[config.mk]
export PLATFORM = sky130hd
export DESIGN_NAME = calendar_date_day_adder
export DESIGN_NICKNAME = d
export VERILOG_FILES = /design/src/cdda_pkg.sv /design/src/calendar_date_day_adder.sv /design/src/cdda_step_unit.sv
export VERILOG_INCLUDE_DIRS = /design/src /design/src/src
export SDC_FILE = /design/constraint.sdc
export NUM_CORES = 1
export LEC_CHECK = 0
export BUFFER_PORTS_ARGS = -buffer_cell sky130_fd_sc_hd__buf_2
export CORE_MARGIN = 2
export CORE_UTILIZATION = 60
export DETAILED_ROUTE_END_ITERATION = 8
export GPL_TIMING_DRIVEN = 0
export PLACE_DENSITY = 0.82
export SLEW_MARGIN = 30
export SYNTH_ARGS = -nofsm -noshare
export SYNTH_HDL_FRONTEND = slang
export SYNTH_SLANG_ARGS = --single-unit
[constraint.sdc]
create_clock -name clock -period 4.7 [get_ports clock]
set_input_delay 0.235 -clock clock [delete_from_list [all_inputs] [get_ports clock]]
set_output_delay 0.235 -clock clock [all_outputs]
set_load 0.01 [all_outputs]
[src/assert_macros.svh]
// Assertion macros shared by the calendar date day adder RTL.
`ifndef ASSERT_MACROS_SVH
`define ASSERT_MACROS_SVH

// Same-cycle implication, disabled during reset.
`define ASSERT_IMPLIES(label, clk, rst, ante, cons) \
   label: assert property (@(posedge clk) disable iff (rst) (ante) |-> (cons)) \
      else $error("Assertion failed: same-cycle implication.");

// Next-cycle implication, disabled during reset.
`define ASSERT_NEXT(label, clk, rst, ante, cons) \
   label: assert property (@(posedge clk) disable iff (rst) (ante) |=> (cons)) \
      else $error("Assertion failed: next-cycle implication.");

`endif

[src/cdda_pkg.sv]
// Package with the constants, types and calendar functions of the date day adder.
package cdda_pkg;

   localparam logic       ACTION_LOAD     = 1'b0;
   localparam logic       ACTION_ADVANCE  = 1'b1;

   localparam logic [1:0] STATUS_OK       = 2'd0;
   localparam logic [1:0] STATUS_BAD_DATE = 2'd1;
   localparam logic [1:0] STATUS_OVERFLOW = 2'd2;

   localparam logic [13:0] MAX_YEAR      = 14'd9999;
   localparam logic [3:0]  MONTH_FIRST   = 4'd1;
   localparam logic [3:0]  MONTH_LAST    = 4'd12;
   localparam logic [3:0]  MONTH_FEB     = 4'd2;
   localparam logic [4:0]  DAY_FIRST     = 5'd1;

   // Multiplicative inverse of 25 modulo 2**14 and the divisibility limit.
   localparam logic [13:0] DIV25_INV     = 14'd7209;
   localparam logic [13:0] DIV25_LIMIT   = 14'd655;

   typedef struct packed {
      logic        fits;
      logic [4:0]  day_sum;
      logic [15:0] inc_rest;
   } step_result_type;

   // Gregorian leap rule: y%100 == 0 is y%4 == 0 with 25 | y, y%400 adds 16 | y.
   function automatic logic is_leap(input logic [13:0] y);
      logic [13:0] prod;
      logic        div25;
      prod  = y * DIV25_INV;
      div25 = (prod <= DIV25_LIMIT);
      return (y[1:0] == 2'd0) && (!div25 || (y[3:0] == 4'd0));
   endfunction

   function automatic logic [4:0] month_len(input logic [3:0] m, input logic leap);
      logic [4:0] len;
      unique case (m)
         4'd2:    len = leap ? 5'd29 : 5'd28;
         4'd4:    len = 5'd30;
         4'd6:    len = 5'd30;
         4'd9:    len = 5'd30;
         4'd11:   len = 5'd30;
         default: len = 5'd31;
      endcase
      return len;
   endfunction

endpackage

[src/calendar_date_day_adder.sv]
// Top level: loads or advances a stored Gregorian date under a small sequencer.
// A load passes through S_LEAP and S_CHECK, then raises the registered result strobe.
// An advance passes through S_LEAP and then S_STEP, staying in S_STEP while months are walked
// and returning to S_LEAP at each year crossed; the shared month step unit sets this pace.
// busy stays high until the result is shown; the next start is taken in that cycle.
// Synchronous reset sets the date to year 1, month 1, day 1 with no result pending.
`include "assert_macros.svh"

module calendar_date_day_adder (
   input  logic        clock,
   input  logic        reset,
   input  logic        start,
   output logic        busy,
   input  logic        req_action,
   input  logic [13:0] req_new_year,
   input  logic [3:0]  req_new_month,
   input  logic [4:0]  req_new_day,
   input  logic [15:0] req_day_increment,
   output logic        rsp_valid,
   output logic [13:0] rsp_cur_year,
   output logic [3:0]  rsp_cur_month,
   output logic [4:0]  rsp_cur_day,
   output logic [1:0]  rsp_status
);

   localparam logic [1:0] S_IDLE  = 2'd0;
   localparam logic [1:0] S_LEAP  = 2'd1;
   localparam logic [1:0] S_STEP  = 2'd2;
   localparam logic [1:0] S_CHECK = 2'd3;

   logic [1:0]  state_ff, state_in;
   logic [13:0] year_ff, year_in;
   logic [3:0]  month_ff, month_in;
   logic [4:0]  day_ff, day_in;
   logic [13:0] wy_ff, wy_in;
   logic [3:0]  wm_ff, wm_in;
   logic [4:0]  wd_ff, wd_in;
   logic [15:0] inc_ff, inc_in;
   logic        act_ff, act_in;
   logic        leap_ff, leap_in;
   logic [1:0]  status_ff, status_in;
   logic        rsp_valid_ff, rsp_valid_in;
   logic        load_ok;
   logic        date_sane;

   cdda_pkg::step_result_type step;

   cdda_step_unit u_step (
      .month  (wm_ff),
      .day    (wd_ff),
      .inc    (inc_ff),
      .leap   (leap_ff),
      .result (step)
   );

   always_comb begin
      state_in     = state_ff;
      year_in      = year_ff;
      month_in     = month_ff;
      day_in       = day_ff;
      wy_in        = wy_ff;
      wm_in        = wm_ff;
      wd_in        = wd_ff;
      inc_in       = inc_ff;
      act_in       = act_ff;
      leap_in      = leap_ff;
      status_in    = status_ff;
      rsp_valid_in = 1'b0;
      load_ok      = (wy_ff != 14'd0) && (wy_ff <= cdda_pkg::MAX_YEAR)
                     && (wm_ff >= cdda_pkg::MONTH_FIRST) && (wm_ff <= cdda_pkg::MONTH_LAST)
                     && (wd_ff != 5'd0) && step.fits;
      unique case (state_ff)
         S_IDLE: begin
            if (start) begin
               act_in   = req_action;
               state_in = S_LEAP;
               if (req_action == cdda_pkg::ACTION_LOAD) begin
                  wy_in  = req_new_year;
                  wm_in  = req_new_month;
                  wd_in  = req_new_day;
                  inc_in = 16'd0;
               end else begin
                  wy_in  = year_ff;
                  wm_in  = month_ff;
                  wd_in  = day_ff;
                  inc_in = req_day_increment;
               end
            end
         end
         S_LEAP: begin
            leap_in  = cdda_pkg::is_leap(wy_ff);
            state_in = (act_ff == cdda_pkg::ACTION_LOAD) ? S_CHECK : S_STEP;
         end
         S_CHECK: begin
            if (load_ok) begin
               year_in   = wy_ff;
               month_in  = wm_ff;
               day_in    = wd_ff;
               status_in = cdda_pkg::STATUS_OK;
            end else begin
               status_in = cdda_pkg::STATUS_BAD_DATE;
            end
            rsp_valid_in = 1'b1;
            state_in     = S_IDLE;
         end
         S_STEP: begin
            if (step.fits) begin
               year_in      = wy_ff;
               month_in     = wm_ff;
               day_in       = step.day_sum;
               status_in    = cdda_pkg::STATUS_OK;
               rsp_valid_in = 1'b1;
               state_in     = S_IDLE;
            end else begin
               inc_in = step.inc_rest;
               wd_in  = cdda_pkg::DAY_FIRST;
               if (wm_ff == cdda_pkg::MONTH_LAST) begin
                  wm_in = cdda_pkg::MONTH_FIRST;
                  if (wy_ff == cdda_pkg::MAX_YEAR) begin
                     status_in    = cdda_pkg::STATUS_OVERFLOW;
                     rsp_valid_in = 1'b1;
                     state_in     = S_IDLE;
                  end else begin
                     wy_in    = wy_ff + 14'd1;
                     state_in = S_LEAP;
                  end
               end else begin
                  wm_in = wm_ff + 4'd1;
                  if (wm_ff == 4'd1) begin
                     state_in = S_STEP;
                  end
               end
            end
         end
      endcase
   end

   always_ff @(posedge clock) begin
      if (reset) begin
         state_ff     <= S_IDLE;
         rsp_valid_ff <= 1'b0;
         year_ff      <= 14'd1;
         month_ff     <= cdda_pkg::MONTH_FIRST;
         day_ff       <= cdda_pkg::DAY_FIRST;
      end else begin
         state_ff     <= state_in;
         rsp_valid_ff <= rsp_valid_in;
         year_ff      <= year_in;
         month_ff     <= month_in;
         day_ff       <= day_in;
      end
   end

   always_ff @(posedge clock) begin
      wy_ff     <= wy_in;
      wm_ff     <= wm_in;
      wd_ff     <= wd_in;
      inc_ff    <= inc_in;
      act_ff    <= act_in;
      leap_ff   <= leap_in;
      status_ff <= status_in;
   end

   assign busy          = (state_ff != S_IDLE);
   assign rsp_valid     = rsp_valid_ff;
   assign rsp_cur_year  = year_ff;
   assign rsp_cur_month = month_ff;
   assign rsp_cur_day   = day_ff;
   assign rsp_status    = status_ff;

   assign date_sane = (month_ff >= cdda_pkg::MONTH_FIRST) && (month_ff <= cdda_pkg::MONTH_LAST)
                      && (day_ff != 5'd0) && (year_ff != 14'd0);

   `ASSERT_NEXT(a_busy_after_transfer, clock, reset, start && !busy, busy)
   `ASSERT_IMPLIES(a_result_when_idle, clock, reset, rsp_valid, !busy)
   `ASSERT_IMPLIES(a_stored_date_sane, clock, reset, rsp_valid, date_sane)

endmodule

[src/cdda_step_unit.sv]
// Shared month step unit: fits the remaining count into the month or consumes the month.
module cdda_step_unit (
   input  logic [3:0]                month,
   input  logic [4:0]                day,
   input  logic [15:0]               inc,
   input  logic                      leap,
   output cdda_pkg::step_result_type result
);

   logic [4:0]  len;
   logic [16:0] sum;

   always_comb begin
      len             = cdda_pkg::month_len(month, leap);
      sum             = {1'b0, inc} + {12'd0, day};
      result.fits     = (sum <= {12'd0, len});
      result.day_sum  = sum[4:0];
      result.inc_rest = inc - {11'd0, len} + {11'd0, day} - 16'd1;
   end

endmodule
==> results of run 1 <==
final timing paths:
| path | startpoint | end | cells past startpoint |
|---|---|---|---|
| setup / recovery | wy_ff[0] | leap_ff | 12 |
| hold / removal | req_action | act_ff | 1 |
| setup reg to reg | wy_ff[0] | leap_ff | 12 |
| hold reg to reg | rsp_cur_year[1] | rsp_cur_year[1] | 2 |
layer usage:
metal	vias up	wire [µm]
met5	-	0
met2	233	7750
met3	31	1170
li1	2527	-
met1	2548	6800
met4	0	329
flip-flops by register name (all words and copies together), names as in the netlist:
signal and flops:
inc_ff 16, rsp_cur_year 14, wy_ff 14, rsp_cur_day 5
wd_ff 5, rsp_cur_month 4, wm_ff 4, rsp_status 2
state_ff 2, act_ff 1, leap_ff 1, rsp_valid 1
kinds of logic after synthesis:
group | share of synthesized area
adders and majority gates | 0.213
DFF | 0.298
muxes | 0.0765
and+or+nand+nor | 0.157
AOI/OAI and AO/OA | 0.136
buffers and inverters | 0.0637
xor gates and xnor gates | 0.0556
layout by cell type, fill, tap and decap left out, types with 22 or more instances in the layout:
| master | Yosys | routed |
|---|---|---|
| a21oi_1 | 27 | 26 |
| buf_2 | 0 | 69 |
| clkbuf_1 | 22 | 22 |
| dfxtp_1 | 26 | 26 |
| edfxtp_1 | 43 | 43 |
| ha_1 | 76 | 76 |
| inv_1 | 72 | 72 |
| mux2i_1 | 43 | 43 |
| nand2_1 | 72 | 72 |
| nand3_1 | 28 | 28 |
| nor2_1 | 35 | 35 |
| o21ai_0 | 45 | 45 |
| xnor2_1 | 23 | 23 |
power by group through the flow:
stage                     clock network (mW)  logic [mW]  registers [mW]
after floorplan                            0        1.73           0.899
after global placement                     0        2.07           0.948
after detailed placement                   0        2.25           0.948
after global routing                   0.600        2.56           0.956
final                                  0.582        2.31           0.941
after CTS                              0.576        2.28           0.936
per-stage QoR:
step           TNS, ns  hold WS, ns  total power, mW
3_5_place_dp         0        0.462             3.19
3_3_place_gp     -4.19        0.453             3.02
2_1_floorplan        0        0.334             2.63
6_report             0       0.0999             3.83
5_1_grt              0       0.0942             4.12
4_1_cts              0       0.0951             3.79
cell type report:
type	instances	area, µm²
Inverter	72	270
Timing Repair Buffer	70	373
Sequential cell	69	1810
Multi-Input combinational cell	500	3890
Clock buffer	10	149
Clock inverter	6	82.6
Tap cell	133	166
Buffer	27	116
Fill cell	776	2960
==> metrics, run 1 <==
status complete, no violations; switching part of the total power 0.455; Post-CTS Setup Inserts 0; placed cell count 871; Slew HR 0.355; Residual DRC 0; Placed Area 6630 µm²; CP max-delay cell edfxtp_1; core area 9820 µm²; number of library cell types mapped by synthesis 60; Int Power 2.09 mW; initial antenna violation count 0; largest net degree at the start of global routing 18; CP bufs+invs 1; clock-pin slew on the worst setup and hold paths 0.08 ns; vias per inst 6.02; Congestion Overflow GR 0; drt first pass iters 5; Cell Pwr Density 558 nW/µm²; maxcap violations 0; CP most frequent cell fa_1; combinational power share 0.602; Clock Path Buffers 2; Seq/Total Area, Yosys 0.298; Max Freq 0.231 GHz; I/O pin cnt 70; final net count 885; met3 usage 0.0393; die area 10900 µm²; Top delay family on crit path adder cells; most common library cells after synthesis ha_1 (76), inv_1 (72), nand2_1 (72); ant diodes 0; Starting Density 0.618; IO buf count 69; via count 5339; DRT iter0 DRCs 383; mapped cell area 6070 µm²; WL final 16.1 mm; Clock Skew 0.0128 ns; GR peak layer met2; Setup crit end kind flop; Post-Layout Cell Count 887; worst setup path class reg -> reg; CP peak stage delay 0.59 ns; Synth Warn # 0; Post-Synthesis Cells 668; final setup fails 0; hold crit path type in -> reg; post-route setup slack 0.375 ns; VDD IR max 0.275 mV; Area Overhead vs Synth 13.0%; Mapped Avg Cell Area 9.09 µm²; CTS sink count 69; Final Max Slew Viols 0; Final Util 0.699; drt wl/cell 18.1 µm; later-pin clock latency in the skew report 0.36 ns; Psw 1.74 mW; H-tree depth 3; Syn Nets 804; vias in the first global route 5349; clock share of power 0.152; CP startpoint kind flop; Root Buffer clkbuf_8; GRT Total Usage 0.296; detailed-placement wirelength estimate 12.0 mm; fin crit period 4.33 ns; Final ANT Viol Nets 0; met1 Use GR 0.380; post-route design area 6860 µm²; Worst EP arrival 4.49 ns; Static Leak 3.03 nW; Flop pwr share 0.246; share of cells above drive strength 1 0.129; Synth top area share 0.213; Std-Cell Rows 36; Setup WS pre-CTS 0.357 ns; Final Cycle Share 0.920; RSZ-0062 raised after global routing no; Critical Path RT 4.87 ns; EDFF count, synth 43; CTS Buf Count 9; first-pass GRT wire length 25.9 mm; commonest register cell after synthesis edfxtp_1; largest area contributor in the netlist edfxtp_1; worst-path cell chain fa_1 > ha_1 > ha_1 > inv_1 > fa_1 > fa_1 > xnor2_1 > xnor2_1 > xnor3_1 > o211ai_1 > o21ai_0 > a31oi_1; hold_buf cts 0; Synth area leaders edfxtp_1 (21%), ha_1 (16%), dfxtp_1 (8.6%), mux2i_1 (7.1%), fa_1 (5.6%); Die W 105 µm; most numerous cell in the Yosys netlist ha_1; internal reg-to-reg setup slack 0.37 ns; final hold vios 0; final estimated routing congestion in global placement 0.942; CP max FO 11; flop and latch count out of synthesis 69; Resized cells post-CTS 0; CTS tree yes; die height 105 µm; worst-margin pin slew 0.960 ns; Async SR Flop Fraction 0; GR Layer Usage met2 0.513
(Power assumes the default switching activity.)
==> run 2: changes to the inputs <==
--- a/config.mk
+++ b/config.mk
@@ -9,6 +9,7 @@
 export BUFFER_PORTS_ARGS = -buffer_cell sky130_fd_sc_hd__buf_2
 export CORE_MARGIN = 2
 export CORE_UTILIZATION = 60
+export CTS_BUF_LIST = sky130_fd_sc_hd__clkbuf_8
 export DETAILED_ROUTE_END_ITERATION = 8
 export GPL_TIMING_DRIVEN = 0
 export PLACE_DENSITY = 0.82
==> metrics, run 2 (synthesis gave the netlist of run 1 again) <==
final net count 885 (unchanged); Psw 1.73 mW (-0.51%); most common cell after layout, fill and taps aside ha_1; worst setup path class reg -> reg; post-route setup slack 0.389 ns (+0.0146 ns); share of cells above drive strength 1 0.129 (unchanged); Starting Density 0.618 (unchanged); detailed-placement wirelength estimate 12.0 mm (unchanged); ant diodes 0 (unchanged); hold_buf cts 0 (unchanged); WL final 15.9 mm (-0.75%); final setup fails 0 (unchanged); CTS tree yes; RSZ-0062 raised after global routing no; DRT iter0 DRCs 360 (-6.0%); Static Leak 3.03 nW (about the same); CP startpoint kind flop; maxcap violations 0 (unchanged); Final Cycle Share 0.917 (-0.00311); Clock Path Buffers 2 (unchanged); combinational power share 0.600 (-0.002); drt first pass iters 6 (+1); Int Power 2.11 mW (+1.0%); Max Freq 0.232 GHz (+0.34%); vias in the first global route 5346 (-0.056%); Final ANT Viol Nets 0 (unchanged); CP max FO 11 (unchanged); vias per inst 6.05 (+0.54%); die height 105 µm (unchanged); clock share of power 0.155 (+0.003); worst-margin pin slew 0.936 ns (-0.0241 ns); hold crit path type in -> reg; Post-CTS Setup Inserts 0 (unchanged); final hold vios 0 (unchanged); CTS Buf Count 9 (unchanged); Final Max Slew Viols 0 (unchanged); die area 10900 µm² (unchanged); Flop pwr share 0.245 (about the same); status complete, no violations; largest net degree at the start of global routing 18 (unchanged); H-tree depth 3 (unchanged); Critical Path RT 4.86 ns (about the same); total negative setup slack 0 ns (unchanged); Setup WS pre-CTS 0.357 ns (unchanged); via count 5368 (+0.54%); fin crit period 4.31 ns (-0.0146 ns); VDD IR max 0.276 mV (+0.24%); Resized cells post-CTS 0 (unchanged); most frequent cells in the layout ha_1 (76), inv_1 (72), nand2_1 (72); Die W 105 µm (unchanged); GRT Total Usage 0.295 (-0.000666); Worst EP arrival 4.47 ns (-0.02 ns); IO buf count 69 (unchanged); Fin Hold WS 0.102 ns (+0.00195 ns); largest reg by FF count inc_ff; final estimated routing congestion in global placement 0.942 (unchanged); Std-Cell Rows 36 (unchanged); Largest register FFs 16 (unchanged); drt wl/cell 18.0 µm (-0.75%); Residual DRC 0 (unchanged); Congestion Overflow GR 0 (unchanged); clock-pin slew on the worst setup and hold paths 0.08 ns (about the same); core area 9820 µm² (unchanged); first-pass GRT wire length 25.9 mm (-0.10%); Slew HR 0.371 (+0.0162); Area Overhead vs Synth 13.1% (about the same); I/O pin cnt 70 (unchanged); Root Buffer clkbuf_8; Cell Pwr Density 560 nW/µm² (+0.25%); initial antenna violation count 0 (unchanged); later-pin clock latency in the skew report 0.36 ns (about the same); switching part of the total power 0.451 (-0.00379); Clock Skew 0.0110 ns (-0.00177 ns); CTS sink count 69 (unchanged); Setup crit end kind flop
## run 2: cell types whose count changed in the layout (fill, tap and decap cells not counted)
| cell | change |
|---|---|
| bufinv_16 | +1 |
| clkbuf_16 | -1 |
## run 2: power groups by stage
stage	clock network, mW	logic (mW)	registers [mW]
3_3_place_gp	0	2.07	0.948
6_report	0.597	2.30	0.941
4_1_cts	0.596	2.28	0.936
5_1_grt	0.621	2.56	0.955
2_1_floorplan	0	1.73	0.899
3_5_place_dp	0	2.25	0.948
## run 2: per-layer routing
| metal | global-route usage | vias up | wire, µm |
|---|---|---|---|
| met4 | 0.106 | 0 | 380 |
| met1 | 0.381 | 2583 | 6750 |
| li1 | - | 2527 | - |
| met2 | 0.508 | 225 | 7690 |
| met3 | 0.0387 | 33 | 1110 |
| met5 | 0 | - | 0 |
## run 2: final cells by class
cell class | instances | area [µm²]
repair buffers | 70 | 373
well taps | 133 | 166
flip-flops and latches | 69 | 1810
clock inverters | 7 | 113
plain buffers | 27 | 116
clock buffers | 9 | 124
multi-input cells | 500 | 3890
fillers | 777 | 2960
inverters | 72 | 270
## run 2: per-stage QoR
step,power (mW),std cells,utilization,area (µm²)
after detailed placement,3.19,871,0.675,6630
final,3.84,887,0.699,6860
after CTS,3.81,887,0.699,6860
after global placement,3.02,870,0.670,6580
after global routing,4.14,887,0.699,6860
after floorplan,2.63,668,-,6070
## run 2: worst paths after layout
kind	startpoint	endpoint	slack, ns	cells past startpoint
worst min register to register	rsp_cur_year[1]	rsp_cur_year[1]	0.47	2
worst min-delay path	req_action	act_ff	0.10	1
worst max-delay path	wy_ff[0]	leap_ff	0.39	12
worst max register to register	wy_ff[0]	leap_ff	0.39	12
## run 2: worst max-delay path: stages, from the launching register on
cell	delay [ns]
edfxtp_1	0.59
fa_1	0.54
ha_1	0.31
ha_1	0.28
inv_1	0.06
fa_1	0.50
fa_1	0.44
xnor2_1	0.21
xnor2_1	0.18
xnor3_1	0.42
o211ai_1	0.20
o21ai_0	0.11
a31oi_1	0.28
==> run 3: changes to the inputs <==
--- a/config.mk
+++ b/config.mk
@@ -7,12 +7,14 @@
 export NUM_CORES = 1
 export LEC_CHECK = 0
 export BUFFER_PORTS_ARGS = -buffer_cell sky130_fd_sc_hd__buf_2
+export CELL_PAD_IN_SITES_DETAIL_PLACEMENT = 1
+export CELL_PAD_IN_SITES_GLOBAL_PLACEMENT = 1
 export CORE_MARGIN = 2
-export CORE_UTILIZATION = 60
+export CORE_UTILIZATION = 47
 export CTS_BUF_LIST = sky130_fd_sc_hd__clkbuf_8
 export DETAILED_ROUTE_END_ITERATION = 8
 export GPL_TIMING_DRIVEN = 0
-export PLACE_DENSITY = 0.82
+export PLACE_DENSITY_LB_ADDON = 0.1
 export SLEW_MARGIN = 30
 export SYNTH_ARGS = -nofsm -noshare
 export SYNTH_HDL_FRONTEND = slang
==> metrics, run 3 (synthesis gave the netlist of run 1 again) <==
Fin Hold WS 0.0577 ns (-0.0442 ns); most common cell after layout, fill and taps aside ha_1; die height 118 µm (+12%); DRT iter0 DRCs 355 (-1.4%); first-pass GRT wire length 29.3 mm (+13%); ant diodes 0 (unchanged); drt wl/cell 19.5 µm (+8.4%); largest net degree at the start of global routing 15 (-3); IO buf count 69 (unchanged); FF+latch area 1810 µm² (unchanged); RSZ-0062 raised after global routing no; die area 13800 µm² (+27%); Residual DRC 0 (unchanged); detailed-placement wirelength estimate 13.9 mm (+16%); fill count 1523 (+96%); Clock Skew 0.0140 ns (+0.00300 ns); H-tree depth 3 (unchanged); Critical Path RT 4.89 ns (+0.03 ns); Post-CTS Setup Inserts 0 (unchanged); Flop pwr share 0.250 (+0.005); clock-pin slew on the worst setup and hold paths 0.09 ns (about the same); switching part of the total power 0.479 (+0.0283); final estimated routing congestion in global placement 0.886 (-5.9%); core area 12600 µm² (+29%); worst-margin pin slew 0.865 ns (-0.0712 ns); vias in the first global route 5704 (+6.7%); Area Overhead vs Synth 13.2%; final net count 886 (+0.11%); combinational power share 0.619 (+0.019); Clock Path Buffers 2 (unchanged); via count 5286 (-1.5%); total negative setup slack 0 ns (unchanged); Static Leak 3.01 nW (-0.78%); CP startpoint kind flop; Placed Area 6680 µm² (+0.72%); Congestion Overflow GR 0 (unchanged); Final Cycle Share 0.926 (+0.00853); VDD IR max 0.455 mV (+65%); Final Util 0.545 (-0.155); Root Buffer clkbuf_8; Std-Cell Rows 41 (+14%); Die W 118 µm (+12%); final hold vios 0 (unchanged); Psw 1.81 mW (+4.3%); hold crit path type in -> reg; Largest register FFs 16 (unchanged); later-pin clock latency in the skew report 0.38 ns (+0.02 ns); worst setup path class reg -> reg; most frequent cells in the layout ha_1 (76), inv_1 (72), nand2_1 (72); Slew HR 0.423 (+0.0527); CTS sink count 69 (unchanged); CTS Buf Count 9 (unchanged); final setup fails 0 (unchanged); Starting Density 0.481 (-0.137); Int Power 1.96 mW (-6.9%); status complete, no violations; Post-Layout Cell Count 927 (+4.5%); initial antenna violation count 0 (unchanged); post-route design area 6870 µm² (+0.11%); largest reg by FF count inc_ff; Worst EP arrival 4.54 ns (+0.07 ns); clock share of power 0.131 (-0.024); Final Max Slew Viols 0 (unchanged); Final ANT Viol Nets 0 (unchanged); vias per inst 5.70 (-5.8%); Max Freq 0.230 GHz (-0.92%); CTS tree yes; Setup crit end kind flop; placed cell count 911 (+4.6%); maxcap violations 0 (unchanged); fin crit period 4.35 ns (+0.0401 ns); share of cells above drive strength 1 0.132 (+0.00380); Cell Pwr Density 549 nW/µm² (-2.0%); CP max FO 11 (unchanged); drt first pass iters 4 (-2); multi-input logic area 3910 µm² (+0.42%); I/O pin cnt 70 (unchanged); WL final 18.0 mm (+13%); GRT Total Usage 0.268 (-0.0272)
-- run 3: cell types whose count changed in the layout (fill, tap and decap cells not counted), sizes merged --
cell	change
clkinvlp	+1
clkinv	-2
buf	+1
inv	+4
bufinv	-3
-- run 3: layer usage --
metal	global-route usage	up-vias	share of wire
met2	0.482	128	0.51
met3	0.0475	39	0.044
li1	-	2518	-
met1	0.316	2601	0.42
met5	0	-	0
met4	0.103	0	0.027
-- run 3: layout make-up --
type	count	area share
buffer	27	0.0169
clock inverter	7	0.00819
sequential	69	0.264
clock buffer	9	0.0180
inverter	72	0.0393
timing repair buffer	71	0.0541
multi-input combinational	500	0.568
tap	172	0.0313
-- run 3: path summary, 6_finish.rpt --
path,cells past startpoint,slack [ns],to,start
setup / recovery,12,0.35,leap_ff,wy_ff[0]
setup reg to reg,12,0.35,leap_ff,wy_ff[0]
hold reg to reg,2,0.48,rsp_cur_year[4],rsp_cur_year[4]
hold / removal,1,0.06,act_ff,req_action
-- run 3: per-stage QoR --
step / worst slack (ns) / power [mW]
after CTS: 0.265 / 3.78
final: 0.349 / 3.77
after global routing: 0.0243 / 4.13
after floorplan: 0.842 / 2.63
after global placement: -0.416 / 3.10
after detailed placement: 0.286 / 3.27
-- run 3: worst max-delay path, cell delays in order (launching register included) --
cell      delay [ns]
edfxtp_1        0.63
fa_1            0.56
ha_1            0.31
ha_1            0.28
inv_1           0.06
fa_1            0.52
fa_1            0.46
xnor2_1         0.15
xnor2_1         0.21
xnor3_1         0.40
o211ai_1        0.18
o21ai_0         0.10
a31oi_1         0.28
-- run 3: repair_timing --
action / 4_1_cts / 5_1_grt
hold buffers: 0 / 0
resized for setup: 0 / 1
setup endpoints to repair: 0 / 1
-- run 3: power by group through the flow --
stage / clock [mW] / combinational, mW / sequential (mW)
floorplan: 0 / 1.73 / 0.899
global placement: 0 / 2.14 / 0.953
detailed placement: 0 / 2.31 / 0.953
CTS: 0.500 / 2.34 / 0.941
global route: 0.530 / 2.64 / 0.959
finish: 0.494 / 2.33 / 0.943
